**src/hdl/rau_pkg.sv**
```systemverilog
// rau_pkg: widths, action/status/order codes and shared types of the rational arithmetic unit
// used by rau_div and rational_arithmetic_unit_core; depends on nothing
package rau_pkg;

  // operand width inside the datapath and widths of the fixed port fields
  localparam int VALUE_WIDTH = 32;
  localparam int FIELD_W     = 32;
  localparam int DEN_W       = 31;
  localparam int PROD_W      = 2 * VALUE_WIDTH;
  localparam int DIV_CNT_W   = $clog2(VALUE_WIDTH + 1);

  // action codes
  localparam logic [2:0] ACT_ADD = 3'd0;
  localparam logic [2:0] ACT_SUB = 3'd1;
  localparam logic [2:0] ACT_MUL = 3'd2;
  localparam logic [2:0] ACT_DIV = 3'd3;
  localparam logic [2:0] ACT_RED = 3'd4;
  localparam logic [2:0] ACT_CMP = 3'd5;

  // status codes
  localparam logic [1:0] ST_OK   = 2'd0;
  localparam logic [1:0] ST_ZDEN = 2'd1;
  localparam logic [1:0] ST_DIVZ = 2'd2;
  localparam logic [1:0] ST_OVF  = 2'd3;

  // compare outcomes
  localparam logic [1:0] ORD_EQ   = 2'd0;
  localparam logic [1:0] ORD_LESS = 2'd1;
  localparam logic [1:0] ORD_GRTR = 2'd2;

  // 2^(VALUE_WIDTH-1) at product width, the edge of the signed result range
  localparam logic [PROD_W-1:0] HALF =
    {{VALUE_WIDTH{1'b0}}, 1'b1, {(VALUE_WIDTH-1){1'b0}}};

  // request and response of the shared divider
  typedef struct packed {
    logic                   go;
    logic [VALUE_WIDTH-1:0] dividend;
    logic [VALUE_WIDTH-1:0] divisor;
  } div_req_t;

  typedef struct packed {
    logic                   done;
    logic [VALUE_WIDTH-1:0] quo;
    logic [VALUE_WIDTH-1:0] rem;
  } div_rsp_t;

  // magnitude of a two's complement value; the most negative value maps to 2^(w-1)
  function automatic logic [VALUE_WIDTH-1:0] mag_of(input logic [VALUE_WIDTH-1:0] v);
    mag_of = v[VALUE_WIDTH-1] ? (~v + VALUE_WIDTH'(1)) : v;
  endfunction

endpackage

```
**src/hdl/rau_div.sv**
```systemverilog
// rau_div: restoring unsigned divider, one quotient bit per cycle
// depends on rau_pkg (widths, div_req_t, div_rsp_t)
module rau_div import rau_pkg::*; (
  input  logic     clk,
  input  logic     rst_n,
  input  div_req_t req,
  output div_rsp_t rsp
);

  logic [VALUE_WIDTH-1:0] quo_r, quo_nxt;
  logic [VALUE_WIDTH-1:0] rem_r, rem_nxt;
  logic [VALUE_WIDTH-1:0] dsr_r, dsr_nxt;
  logic [DIV_CNT_W-1:0]   cnt_r, cnt_nxt;
  logic                   done_r, done_nxt;
  logic [VALUE_WIDTH:0]   shifted;
  logic [VALUE_WIDTH:0]   trial;

  // one shift and trial subtract per cycle
  always_comb begin
    shifted  = {rem_r, quo_r[VALUE_WIDTH-1]};
    trial    = shifted - {1'b0, dsr_r};
    quo_nxt  = quo_r;
    rem_nxt  = rem_r;
    dsr_nxt  = dsr_r;
    cnt_nxt  = cnt_r;
    done_nxt = 1'b0;
    if (req.go) begin
      quo_nxt = req.dividend;
      rem_nxt = '0;
      dsr_nxt = req.divisor;
      cnt_nxt = DIV_CNT_W'(VALUE_WIDTH);
    end else if (cnt_r != '0) begin
      if (!trial[VALUE_WIDTH]) begin
        rem_nxt = trial[VALUE_WIDTH-1:0];
        quo_nxt = {quo_r[VALUE_WIDTH-2:0], 1'b1};
      end else begin
        rem_nxt = shifted[VALUE_WIDTH-1:0];
        quo_nxt = {quo_r[VALUE_WIDTH-2:0], 1'b0};
      end
      cnt_nxt  = cnt_r - DIV_CNT_W'(1);
      done_nxt = (cnt_r == DIV_CNT_W'(1));
    end
  end

  // control state
  always_ff @(posedge clk) begin
    if (!rst_n) begin
      cnt_r  <= '0;
      done_r <= 1'b0;
    end else begin
      cnt_r  <= cnt_nxt;
      done_r <= done_nxt;
    end
  end

  // datapath
  always_ff @(posedge clk) begin
    quo_r <= quo_nxt;
    rem_r <= rem_nxt;
    dsr_r <= dsr_nxt;
  end

  assign rsp.done = done_r;
  assign rsp.quo  = quo_r;
  assign rsp.rem  = rem_r;

endmodule

```
**src/hdl/rational_arithmetic_unit_core.sv**
```systemverilog
// rational_arithmetic_unit_core: add, subtract, multiply, divide, reduce and compare of fractions
// add, subtract, multiply and divide pass decode, the multiplier steps, combine and final before
// out_strobe; compare strobes from combine, error answers from decode; reduce runs the Euclid
// remainder steps (up to about 46 at 32 bits) and both quotients on the shared divider, then final.
// one item at a time: busy drops with the strobe, so the next start transfer can land on the
// edge that ends the strobe cycle; results cannot be stalled.
// synchronous active-low reset returns the sequencer to idle and clears out_strobe.
// depends on rau_pkg and rau_div
module rational_arithmetic_unit_core import rau_pkg::*; (
  input  logic                clk,
  input  logic                rst_n,
  input  logic                start,
  output logic                busy,
  input  logic [2:0]          in_action,
  input  logic signed [31:0]  in_a_num,
  input  logic signed [31:0]  in_a_den,
  input  logic signed [31:0]  in_b_num,
  input  logic signed [31:0]  in_b_den,
  output logic                out_strobe,
  output logic signed [31:0]  out_res_num,
  output logic [30:0]         out_res_den,
  output logic [1:0]          out_status,
  output logic [1:0]          out_order
);

  localparam int W = VALUE_WIDTH;

  // sequencer states
  localparam logic [3:0] S_IDLE   = 4'd0;
  localparam logic [3:0] S_DECODE = 4'd1;
  localparam logic [3:0] S_MUL    = 4'd2;
  localparam logic [3:0] S_COMB   = 4'd3;
  localparam logic [3:0] S_GCD    = 4'd4;
  localparam logic [3:0] S_GWAIT  = 4'd5;
  localparam logic [3:0] S_QNUM   = 4'd6;
  localparam logic [3:0] S_QNWAIT = 4'd7;
  localparam logic [3:0] S_QDEN   = 4'd8;
  localparam logic [3:0] S_QDWAIT = 4'd9;
  localparam logic [3:0] S_FINAL  = 4'd10;

  logic [3:0]        state_r, state_nxt;
  logic [1:0]        step_r, step_nxt;
  logic              strobe_r, strobe_nxt;

  logic [2:0]        act_r, act_nxt;
  logic [W-1:0]      a_num_r, a_num_nxt, a_den_r, a_den_nxt;
  logic [W-1:0]      b_num_r, b_num_nxt, b_den_r, b_den_nxt;
  logic [W-1:0]      an_mag_r, an_mag_nxt, ad_mag_r, ad_mag_nxt;
  logic [W-1:0]      bn_mag_r, bn_mag_nxt, bd_mag_r, bd_mag_nxt;
  logic              an_neg_r, an_neg_nxt, bn_neg_r, bn_neg_nxt;
  logic [PROD_W-1:0] p0_r, p0_nxt, p1_r, p1_nxt, p2_r, p2_nxt;
  logic [W-1:0]      x_r, x_nxt, y_r, y_nxt;
  logic              num_neg_r, num_neg_nxt;
  logic [PROD_W-1:0] num_mag_r, num_mag_nxt;
  logic [PROD_W-1:0] den_r, den_nxt;

  logic signed [31:0] res_num_r, res_num_nxt;
  logic [30:0]        res_den_r, res_den_nxt;
  logic [1:0]         status_r, status_nxt;
  logic [1:0]         order_r, order_nxt;

  div_req_t div_req;
  div_rsp_t div_rsp;

  logic [W-1:0]      mul_a, mul_b;
  logic [PROD_W-1:0] prod;
  logic [PROD_W:0]   d01;
  logic [PROD_W-1:0] d10, sum01;
  logic              ge01, eq01, s0, s1;
  logic              neg_f, ovf;
  logic [PROD_W-1:0] wrapped;
  logic signed [W-1:0] res_w;

  // shared divider for the Euclid remainders and the reduce quotients
  rau_div u_div (
    .clk   (clk),
    .rst_n (rst_n),
    .req   (div_req),
    .rsp   (div_rsp)
  );

  // operand select for the shared multiplier, one product per cycle
  always_comb begin
    case (step_r)
      2'd0: begin
        mul_a = an_mag_r;
        mul_b = (act_r == ACT_MUL) ? bn_mag_r : bd_mag_r;
      end
      2'd1: begin
        mul_a = bn_mag_r;
        mul_b = ad_mag_r;
      end
      default: begin
        mul_a = ad_mag_r;
        mul_b = (act_r == ACT_DIV) ? bn_mag_r : bd_mag_r;
      end
    endcase
    prod = PROD_W'(mul_a) * PROD_W'(mul_b);
  end

  // signed-magnitude add and compare of the two cross products
  always_comb begin
    d01   = {1'b0, p0_r} - {1'b0, p1_r};
    d10   = p1_r - p0_r;
    sum01 = p0_r + p1_r;
    ge01  = !d01[PROD_W];
    eq01  = (p0_r == p1_r);
    s0    = an_neg_r;
    s1    = bn_neg_r ^ (act_r == ACT_SUB);
  end

  // range check and wrap of the final result
  always_comb begin
    neg_f   = num_neg_r && (num_mag_r != '0);
    ovf     = (neg_f ? (num_mag_r > HALF) : (num_mag_r > HALF - PROD_W'(1))) ||
              (den_r > HALF - PROD_W'(1));
    wrapped = neg_f ? (~num_mag_r + PROD_W'(1)) : num_mag_r;
    res_w   = wrapped[W-1:0];
  end

  // sequencer
  always_comb begin
    state_nxt   = state_r;
    step_nxt    = step_r;
    strobe_nxt  = 1'b0;
    act_nxt     = act_r;
    a_num_nxt   = a_num_r;
    a_den_nxt   = a_den_r;
    b_num_nxt   = b_num_r;
    b_den_nxt   = b_den_r;
    an_mag_nxt  = an_mag_r;
    ad_mag_nxt  = ad_mag_r;
    bn_mag_nxt  = bn_mag_r;
    bd_mag_nxt  = bd_mag_r;
    an_neg_nxt  = an_neg_r;
    bn_neg_nxt  = bn_neg_r;
    p0_nxt      = p0_r;
    p1_nxt      = p1_r;
    p2_nxt      = p2_r;
    x_nxt       = x_r;
    y_nxt       = y_r;
    num_neg_nxt = num_neg_r;
    num_mag_nxt = num_mag_r;
    den_nxt     = den_r;
    res_num_nxt = res_num_r;
    res_den_nxt = res_den_r;
    status_nxt  = status_r;
    order_nxt   = order_r;
    div_req.go       = 1'b0;
    div_req.dividend = x_r;
    div_req.divisor  = y_r;

    case (state_r)
      S_IDLE: begin
        // capture the item
        if (start) begin
          act_nxt   = in_action;
          a_num_nxt = in_a_num[W-1:0];
          a_den_nxt = in_a_den[W-1:0];
          b_num_nxt = in_b_num[W-1:0];
          b_den_nxt = in_b_den[W-1:0];
          state_nxt = S_DECODE;
        end
      end

      S_DECODE: begin
        // error answers, sign normalization
        res_num_nxt = '0;
        res_den_nxt = '0;
        status_nxt  = ST_OK;
        order_nxt   = ORD_EQ;
        an_mag_nxt  = mag_of(a_num_r);
        ad_mag_nxt  = mag_of(a_den_r);
        bn_mag_nxt  = mag_of(b_num_r);
        bd_mag_nxt  = mag_of(b_den_r);
        an_neg_nxt  = (a_num_r[W-1] ^ a_den_r[W-1]) && (a_num_r != '0);
        bn_neg_nxt  = (b_num_r[W-1] ^ b_den_r[W-1]) && (b_num_r != '0);
        x_nxt       = mag_of(a_num_r);
        y_nxt       = mag_of(a_den_r);
        step_nxt    = 2'd0;
        if (act_r > ACT_CMP) begin
          strobe_nxt = 1'b1;
          state_nxt  = S_IDLE;
        end else if ((a_den_r == '0) || ((act_r != ACT_RED) && (b_den_r == '0))) begin
          status_nxt = ST_ZDEN;
          strobe_nxt = 1'b1;
          state_nxt  = S_IDLE;
        end else if ((act_r == ACT_DIV) && (b_num_r == '0)) begin
          status_nxt = ST_DIVZ;
          strobe_nxt = 1'b1;
          state_nxt  = S_IDLE;
        end else if (act_r == ACT_RED) begin
          state_nxt = S_GCD;
        end else begin
          state_nxt = S_MUL;
        end
      end

      S_MUL: begin
        // three products through one multiplier
        case (step_r)
          2'd0:    p0_nxt = prod;
          2'd1:    p1_nxt = prod;
          default: p2_nxt = prod;
        endcase
        step_nxt = step_r + 2'd1;
        if (step_r == 2'd2) begin
          state_nxt = S_COMB;
        end
      end

      S_COMB: begin
        den_nxt = p2_r;
        case (act_r)
          ACT_ADD, ACT_SUB: begin
            if (s0 == s1) begin
              num_mag_nxt = sum01;
              num_neg_nxt = s0;
            end else if (ge01) begin
              num_mag_nxt = d01[PROD_W-1:0];
              num_neg_nxt = s0;
            end else begin
              num_mag_nxt = d10;
              num_neg_nxt = s1;
            end
            state_nxt = S_FINAL;
          end
          ACT_MUL, ACT_DIV: begin
            num_mag_nxt = p0_r;
            num_neg_nxt = an_neg_r ^ bn_neg_r;
            state_nxt   = S_FINAL;
          end
          default: begin
            // compare of the signed cross products
            if (an_neg_r != bn_neg_r) begin
              order_nxt = an_neg_r ? ORD_LESS : ORD_GRTR;
            end else if (eq01) begin
              order_nxt = ORD_EQ;
            end else if (an_neg_r) begin
              order_nxt = ge01 ? ORD_LESS : ORD_GRTR;
            end else begin
              order_nxt = ge01 ? ORD_GRTR : ORD_LESS;
            end
            strobe_nxt = 1'b1;
            state_nxt  = S_IDLE;
          end
        endcase
      end

      S_GCD: begin
        // Euclid: x, y <- y, x mod y until y is zero
        if (y_r == '0) begin
          state_nxt = S_QNUM;
        end else begin
          div_req.go = 1'b1;
          state_nxt  = S_GWAIT;
        end
      end

      S_GWAIT: begin
        if (div_rsp.done) begin
          x_nxt     = y_r;
          y_nxt     = div_rsp.rem;
          state_nxt = S_GCD;
        end
      end

      S_QNUM: begin
        div_req.go       = 1'b1;
        div_req.dividend = an_mag_r;
        div_req.divisor  = x_r;
        state_nxt        = S_QNWAIT;
      end

      S_QNWAIT: begin
        if (div_rsp.done) begin
          num_mag_nxt = PROD_W'(div_rsp.quo);
          num_neg_nxt = an_neg_r;
          state_nxt   = S_QDEN;
        end
      end

      S_QDEN: begin
        div_req.go       = 1'b1;
        div_req.dividend = ad_mag_r;
        div_req.divisor  = x_r;
        state_nxt        = S_QDWAIT;
      end

      S_QDWAIT: begin
        if (div_rsp.done) begin
          den_nxt   = PROD_W'(div_rsp.quo);
          state_nxt = S_FINAL;
        end
      end

      S_FINAL: begin
        // wrap and flag the result
        res_num_nxt = FIELD_W'(res_w);
        res_den_nxt = DEN_W'(den_r[W-2:0]);
        status_nxt  = ovf ? ST_OVF : ST_OK;
        order_nxt   = ORD_EQ;
        strobe_nxt  = 1'b1;
        state_nxt   = S_IDLE;
      end

      default: begin
        state_nxt = S_IDLE;
      end
    endcase
  end

  // control state
  always_ff @(posedge clk) begin
    if (!rst_n) begin
      state_r  <= S_IDLE;
      step_r   <= 2'd0;
      strobe_r <= 1'b0;
    end else begin
      state_r  <= state_nxt;
      step_r   <= step_nxt;
      strobe_r <= strobe_nxt;
    end
  end

  // datapath and result registers
  always_ff @(posedge clk) begin
    act_r     <= act_nxt;
    a_num_r   <= a_num_nxt;
    a_den_r   <= a_den_nxt;
    b_num_r   <= b_num_nxt;
    b_den_r   <= b_den_nxt;
    an_mag_r  <= an_mag_nxt;
    ad_mag_r  <= ad_mag_nxt;
    bn_mag_r  <= bn_mag_nxt;
    bd_mag_r  <= bd_mag_nxt;
    an_neg_r  <= an_neg_nxt;
    bn_neg_r  <= bn_neg_nxt;
    p0_r      <= p0_nxt;
    p1_r      <= p1_nxt;
    p2_r      <= p2_nxt;
    x_r       <= x_nxt;
    y_r       <= y_nxt;
    num_neg_r <= num_neg_nxt;
    num_mag_r <= num_mag_nxt;
    den_r     <= den_nxt;
    res_num_r <= res_num_nxt;
    res_den_r <= res_den_nxt;
    status_r  <= status_nxt;
    order_r   <= order_nxt;
  end

  assign busy        = (state_r != S_IDLE);
  assign out_strobe  = strobe_r;
  assign out_res_num = res_num_r;
  assign out_res_den = res_den_r;
  assign out_status  = status_r;
  assign out_order   = order_r;

endmodule
```
**config.mk**
```make
export PLATFORM = sky130hd
export DESIGN_NAME = rational_arithmetic_unit_core
export DESIGN_NICKNAME = d
export VERILOG_FILES = /design/src/hdl/rau_pkg.sv /design/src/hdl/rau_div.sv /design/src/hdl/rational_arithmetic_unit_core.sv
export SDC_FILE = /design/constraint.sdc
export NUM_CORES = 2
export LEC_CHECK = 0
export BUFFER_PORTS_ARGS = -buffer_cell sky130_fd_sc_hd__buf_2
export CORE_AREA = 2 2 425 427
export DETAILED_ROUTE_END_ITERATION = 10
export DIE_AREA = 0 0 427 429
export SLEW_MARGIN = 20
export SYNTH_ARGS = -nofsm -noshare
export SYNTH_HDL_FRONTEND = slang
export SYNTH_SLANG_ARGS = --single-unit
```
**constraint.sdc**
```tcl
create_clock -name clk -period 31.4 [get_ports clk]
set_clock_uncertainty 0.2 [all_clocks]
set_input_delay 1.57 -clock clk [delete_from_list [all_inputs] [get_ports clk]]
set_output_delay 1.57 -clock clk [all_outputs]
set_load 0.01 [all_outputs]
```
### Word level (Yosys, flattened, before mapping)

Index checks and enable logic that the tools add are counted.

* mux-type cells: 67
* magnitude comparators: 4
* $mul: 1
* reduce and logical (&&, ||, !) cells: 43
* add/subtract/negate cells: 11
* equal/unequal tests: 28
* bitwise operators: 12

Operator list (number)
* one-hot mux 64 bit (2 select lines): 4
* 2-to-1 mux 32 bit: 10
* one-hot mux 32 bit (2 select lines): 5
* 2-to-1 mux 64 bit: 3
* adder 32 x 1 -> 32 bit, second input constant: 5
* NOT 32 bit: 5
* greater-than comparator 64 x 31 -> 1 bit, second input constant: 2
* zero test 32 bit: 4
* subtractor 64 x 64 -> 65 bit: 1
* adder 64 bit: 1
* equality test 64 bit: 1
* greater-than comparator 64 x 32 -> 1 bit, second input constant: 1
* multiplier 32 x 32 -> 64 bit: 1
* nonzero test 32 bit: 2
* nonzero test 64 bit: 1
* subtractor 64 bit: 1
* 2-to-1 mux 31 bit: 2
* one-hot mux 31 bit (2 select lines): 1
* one-hot mux 4 bit (10 select lines): 1
* subtractor 33 x 32 -> 33 bit: 1
* 2-to-1 mux 2 bit: 12
* 2-to-1 mux 4 bit: 6
* equality test 4 x 3 -> 1 bit, second input constant: 4
* AND reduction 2 bit: 7
* other kinds (38): 85

* output and inout port bits: 69
* bits of input ports: 134
* register bits: 823

### Logic depth before layout (Yosys ltp)

* word-level depth: 7
* mapped depth: 39
* gate-level depth less buffers: 35

### By module

Synthesis repeated with hierarchy kept, for this count alone.

* cells, all modules: 8394
* area total of the unflattened synthesis: 80413.4 um2

Modules (own cells, without submodules)
* rational_arithmetic_unit_core: cells each 7805, sequential area each 21550.7 um2, times used 1, area an instance 74347.6 um2
* rau_div: cells each 589, sequential area each 2702.6 um2, times used 1, area an instance 6065.8 um2

### Worst setup path before layout

OpenSTA, ideal clock, no wires.

* path type: reg2reg
* from: register state_r[2]
* to: register res_den_r[0] (netlist: out_res_den[0]) (enable)
* slack: 19171 ps
* data arrival time: 11598 ps
* cell stages (with the launch flop): 5
* data required time: 30768 ps
* library setup time: 432 ps
* cell sequence: dfxtp_1 clkbuf_1 nand2b_1 nor3_1 nand2b_1

* word-level cells in the longest chain between the ends: 2
* elaborated cells between the ends (all ways): 3
* those cells by class: eq/ne (2); reduce/logical (1)

RTL lines
* from (decl): RTL line rational_arithmetic_unit_core.sv:41 `logic [3:0] state_r, state_nxt;`
* from (signal assigned): RTL line rational_arithmetic_unit_core.sv:320 `state_r <= state_nxt;`
* equality test 4 x 1 -> 1 bit or equality test 4 bit (tied branches): RTL line rational_arithmetic_unit_core.sv:153 `case (state_r)`
* nonzero test 2 bit (no line) *
* to (signal assigned): RTL line rational_arithmetic_unit_core.sv:348 `res_den_r <= res_den_nxt;`
* to (decl): RTL line rational_arithmetic_unit_core.sv:58 `logic [30:0] res_den_r, res_den_nxt;`

Every way passes the cells marked *; elsewhere a longest branch is shown, timed or not.
A chain may end at the register's enable or synchronous reset.

### Worst setup path in the final report

* from: register step_r[0]
* to: register p0_r[57] (data pin)

* word-level cells in the longest chain between the ends: 3
* elaborated cells between the ends (all ways): 5
* those cells by class: mul (1); eq/ne (1); mux (2); reduce/logical (1)

RTL lines
* from (decl): RTL line rational_arithmetic_unit_core.sv:42 `logic [1:0] step_r, step_nxt;`
* from (signal assigned): RTL line rational_arithmetic_unit_core.sv:321 `step_r <= step_nxt;`
* equality test 2 x 1 -> 1 bit or zero test 2 bit (tied branches): RTL line rational_arithmetic_unit_core.sv:84 `case (step_r)`
* one-hot mux 32 bit (2 select lines): RTL line rational_arithmetic_unit_core.sv:84
* multiplier 32 x 32 -> 64 bit *: RTL line rational_arithmetic_unit_core.sv:98 `prod = PROD_W'(mul_a) * PROD_W'(mul_b);`
* named net prod[57]: RTL line rational_arithmetic_unit_core.sv:66 `logic [PROD_W-1:0] prod;`
* to (signal assigned): RTL line rational_arithmetic_unit_core.sv:339 `p0_r <= p0_nxt;`
* to (decl): RTL line rational_arithmetic_unit_core.sv:51 `logic [PROD_W-1:0] p0_r, p0_nxt, p1_r, p1_nxt, p2_r, p2_nxt;`

Mark *: on every way through the listed nets, which the timed path passes. The rest lies on a longest branch.

==> results list <==
- Resized cells post-CTS: 0
- Number of enable-type register cells in the synthesized netlist: 777
* Required time worst endpoint: 31630 ps
* Std-Cell Rows: 155
- Portion of the post-synthesis area used by sequential elements: 0.304
* Highest attainable clock frequency: 90.9 MHz
- In this run, synthesis produced a sequential element count of 823.
* Startpoint-to-endpoint class of the critical path: reg -> reg
* Post-synthesis cell count: 8423
* Skew-Pair Late Insertion Delay: 730 ps
* Final Max Slew Viols: 0
- Cell chosen for the clock root: clkbuf_16
- After detailed routing, the met2 layer carries 124000 um of wire.
- Share of the cycle needed by the critical path after routing: 0.350
- TritonCTS created 92 clock buffers.
- Dividing the detail-routed wire length by the instance count gives 26.0 um.
- Fraction of the mapped netlist area in compound gates: 0.128
* Total global routing track utilization: 0.306
- Final weighted congestion in routability-driven placement: 0.997
- The number of global-route vias before repair is 64784.
- The clock drives 823 sinks.
- The flow ran to the end, and the final reports show no timing, DRC or antenna violations.
- First-pass GRT wire length: 419000 um
* Worst rel slew slack: 0.203
- The detail route stage leaves a number of antenna-violating nets equal to 0.
* Simple-gate portion of the synthesized area: 0.144
- The worst hold path begins at u_div.rem_r[13].
- Clock Path Buffers: 3
- Setup TNS Final: 0 ps
* CTS tree: yes
* Setup violators final: 0
- Unrepaired setup endpoints after global routing: no
- The pre-antenna-repair detailed-routing pass consisted of 5 iterations.
- Maximum level of the CTS H-tree: 3
- Entering global routing, the biggest net connects 83 pins.
* Origin of the critical flop-to-flop path: step_r[0]
* Synthesized-area fraction occupied by xor and xnor cells: 0.0299
- Die Outline Area: 183000 um^2
- Final critical-path required period: 11000 ps
- Final nets: 9942
- Detailed-routing wirelength on met1: 119000 um
- Critical path buffer and inverter count: 8
* Most frequent CP cell: fa_1
- Of the total synthesized cell area, the portion taken by full adders, half adders and majority gates is 0.303.
- The filler cells instantiated in the layout total 16631.
* Post-synthesis mux area share: 0.0158
- The die is 427 um wide.
* Most common cell after layout, fill and taps aside: inv_1
* DRC errors left: 0
* Wire length on met3: 25500 um
* Area growth from synthesis to layout: 8.72%
- Initial antenna violation count: 9
- Number of distinct library cell variants in the gate-level netlist after synthesis: 90
* Crit Path Max Fanout: 46
- Dominant combinational cell family by area after synthesis: adder cells
- At the pin with the least slew margin, the transition time is 1190 ps.
* Clock transition at path regs: 70 ps
- Number of nets produced by synthesis: 9952
* Number of max-capacitance violations reported: 0
- The top cell types in the final layout, fill and taps aside, are inv_1 (1156), nor2_1 (1112), fa_1 (900).
* Cell family contributing the most delay on the critical path: adder cells
- Highest-delay cell along the critical path: a21o_1
* Final hold violation count: 0
- For this run the aggregate overflow at the end of global routing stands at 0.
- Routed signal wires occupy layers up through met5.
- For this run, the share of the core covered by cells in the final layout is 0.488.
- The most used flip-flop cell after synthesis is edfxtp_1.
- Critical Path Sink Type: flip-flop
- Dividing the detail-routed via count by the number of cells gives 5.89.
- HPWL reported at the end of detailed placement: 218000 um
* Share of synthesized registers carrying an async set or reset: 0
* Sum of routed wire length over all layers: 281000 um
- Each instance of the synthesized netlist takes up on average 9.48 um^2.
- In this run the worst setup path begins at step_r[0].
* IO Count: 203
* Number of buffers inserted by port buffering: 202
* Cell area after technology mapping: 79800 um^2
- STA classifies the critical path startpoint as a flip-flop.
* Starting Density: 0.448
* Core Region: 178000 um^2
- Number of hold-repair buffers added at the cts stage: 0
- Chip height: 429 um
- In this run the post-CTS setup repair buffer count came out at 0.
* Initial drt markers: 6688
* Critical Path AT: 11230 ps
- Layout cells sized above 1: 0.0809
* Longest individual stage delay on the worst path: 740 ps
* Worst hold-check slack: 288 ps
* Tightest Hold Check Type: reg -> reg
- Count of synthesis-stage warnings from yosys: 0
* Overall via count from detail_route: 63847
stage by stage:
| step | setup slack (ps) | instances | instance area [um^2] |
|---|---|---|---|
| after floorplan | 19170 | 8423 | 79800 |
| final | 20400 | 10846 | 86800 |
| after global placement | 20510 | 10670 | 83700 |
| after detailed placement | 20490 | 10672 | 83700 |
| after global routing | 19840 | 10843 | 86800 |
| after CTS | 20440 | 10841 | 86800 |
kinds of logic (layout without fill, tap and decap cells):
logic type / Yosys count / after routing
muxes: 116 / 116
DFF: 823 / 823
xor gates and xnor gates: 272 / 272
buffers and inverters: 1590 / 1655
AOI/OAI and AO/OA: 1610 / 1610
other: 0 / 3
and+or+nand+nor: 2617 / 2617
adders and majority gates: 1395 / 1395
layout make-up:
| type | count | area (um^2) | share of cell area |
|---|---|---|---|
| inverters | 1160 | 4350 | 0.0502 |
| diodes | 3 | 7.51 | 0.0000865 |
| repair buffers | 326 | 1960 | 0.0225 |
| clock inverters | 59 | 624 | 0.00719 |
| multi-input cells | 6010 | 50200 | 0.579 |
| flip-flops and latches | 823 | 24300 | 0.279 |
| clock buffers | 110 | 2440 | 0.0282 |
| well taps | 2355 | 2950 | 0.0339 |
metal layers:
layer  vias to the layer above  GRT usage
met5                         -          0
met4                        10      0.125
met3                       615     0.0676
met2                      3016      0.465
met1                     32085      0.425
li1                      28121          -
cells in the mapped netlist (all sizes together), types with 70 or more instances:
library cell / number / area (um^2)
nor3: 108 / 541
a31oi: 82 / 528
nor2: 1118 / 4200
o21ai: 283 / 1420
mux2: 79 / 890
o21bai: 84 / 631
nand3: 111 / 556
ha: 495 / 6190
inv: 1157 / 4340
a21o: 119 / 893
xnor2: 226 / 1980
nor4: 72 / 478
clkbuf: 370 / 1390
nor2b: 70 / 438
edfxtp: 777 / 23300
fa: 900 / 18000
a211oi: 81 / 608
nand2: 786 / 2950
a21oi: 561 / 2820
state kept, by name, indices dropped and copies added, names as in the netlist, 64 cells and up:
register / cells
den_r: 64
num_mag_r: 64
p0_r: 64
p1_r: 64
p2_r: 64
worst paths after layout:
kind,slack [ps],depth (start not counted),to
setup / recovery,20400,33,p0_r[57]
hold / removal,290,2,u_div.rem_r[13]
setup reg to reg,20400,33,p0_r[57]
hold reg to reg,290,2,u_div.rem_r[13]
worst reg2reg max path, delay by kind of cell (launching register included):
kind | cells | cell delay, ps
AND/OR/NAND/NOR | 4 | 1110
AO/OA/AOI/OAI | 10 | 3130
flip-flops | 1 | 430
buffers and inverters | 8 | 1320
adder cells (fa/ha/maj) | 10 | 4340
XOR/XNOR | 1 | 180
Power is not shown: default switching activity piles up to over one toggle a cycle in this logic, so the estimate is an artifact.
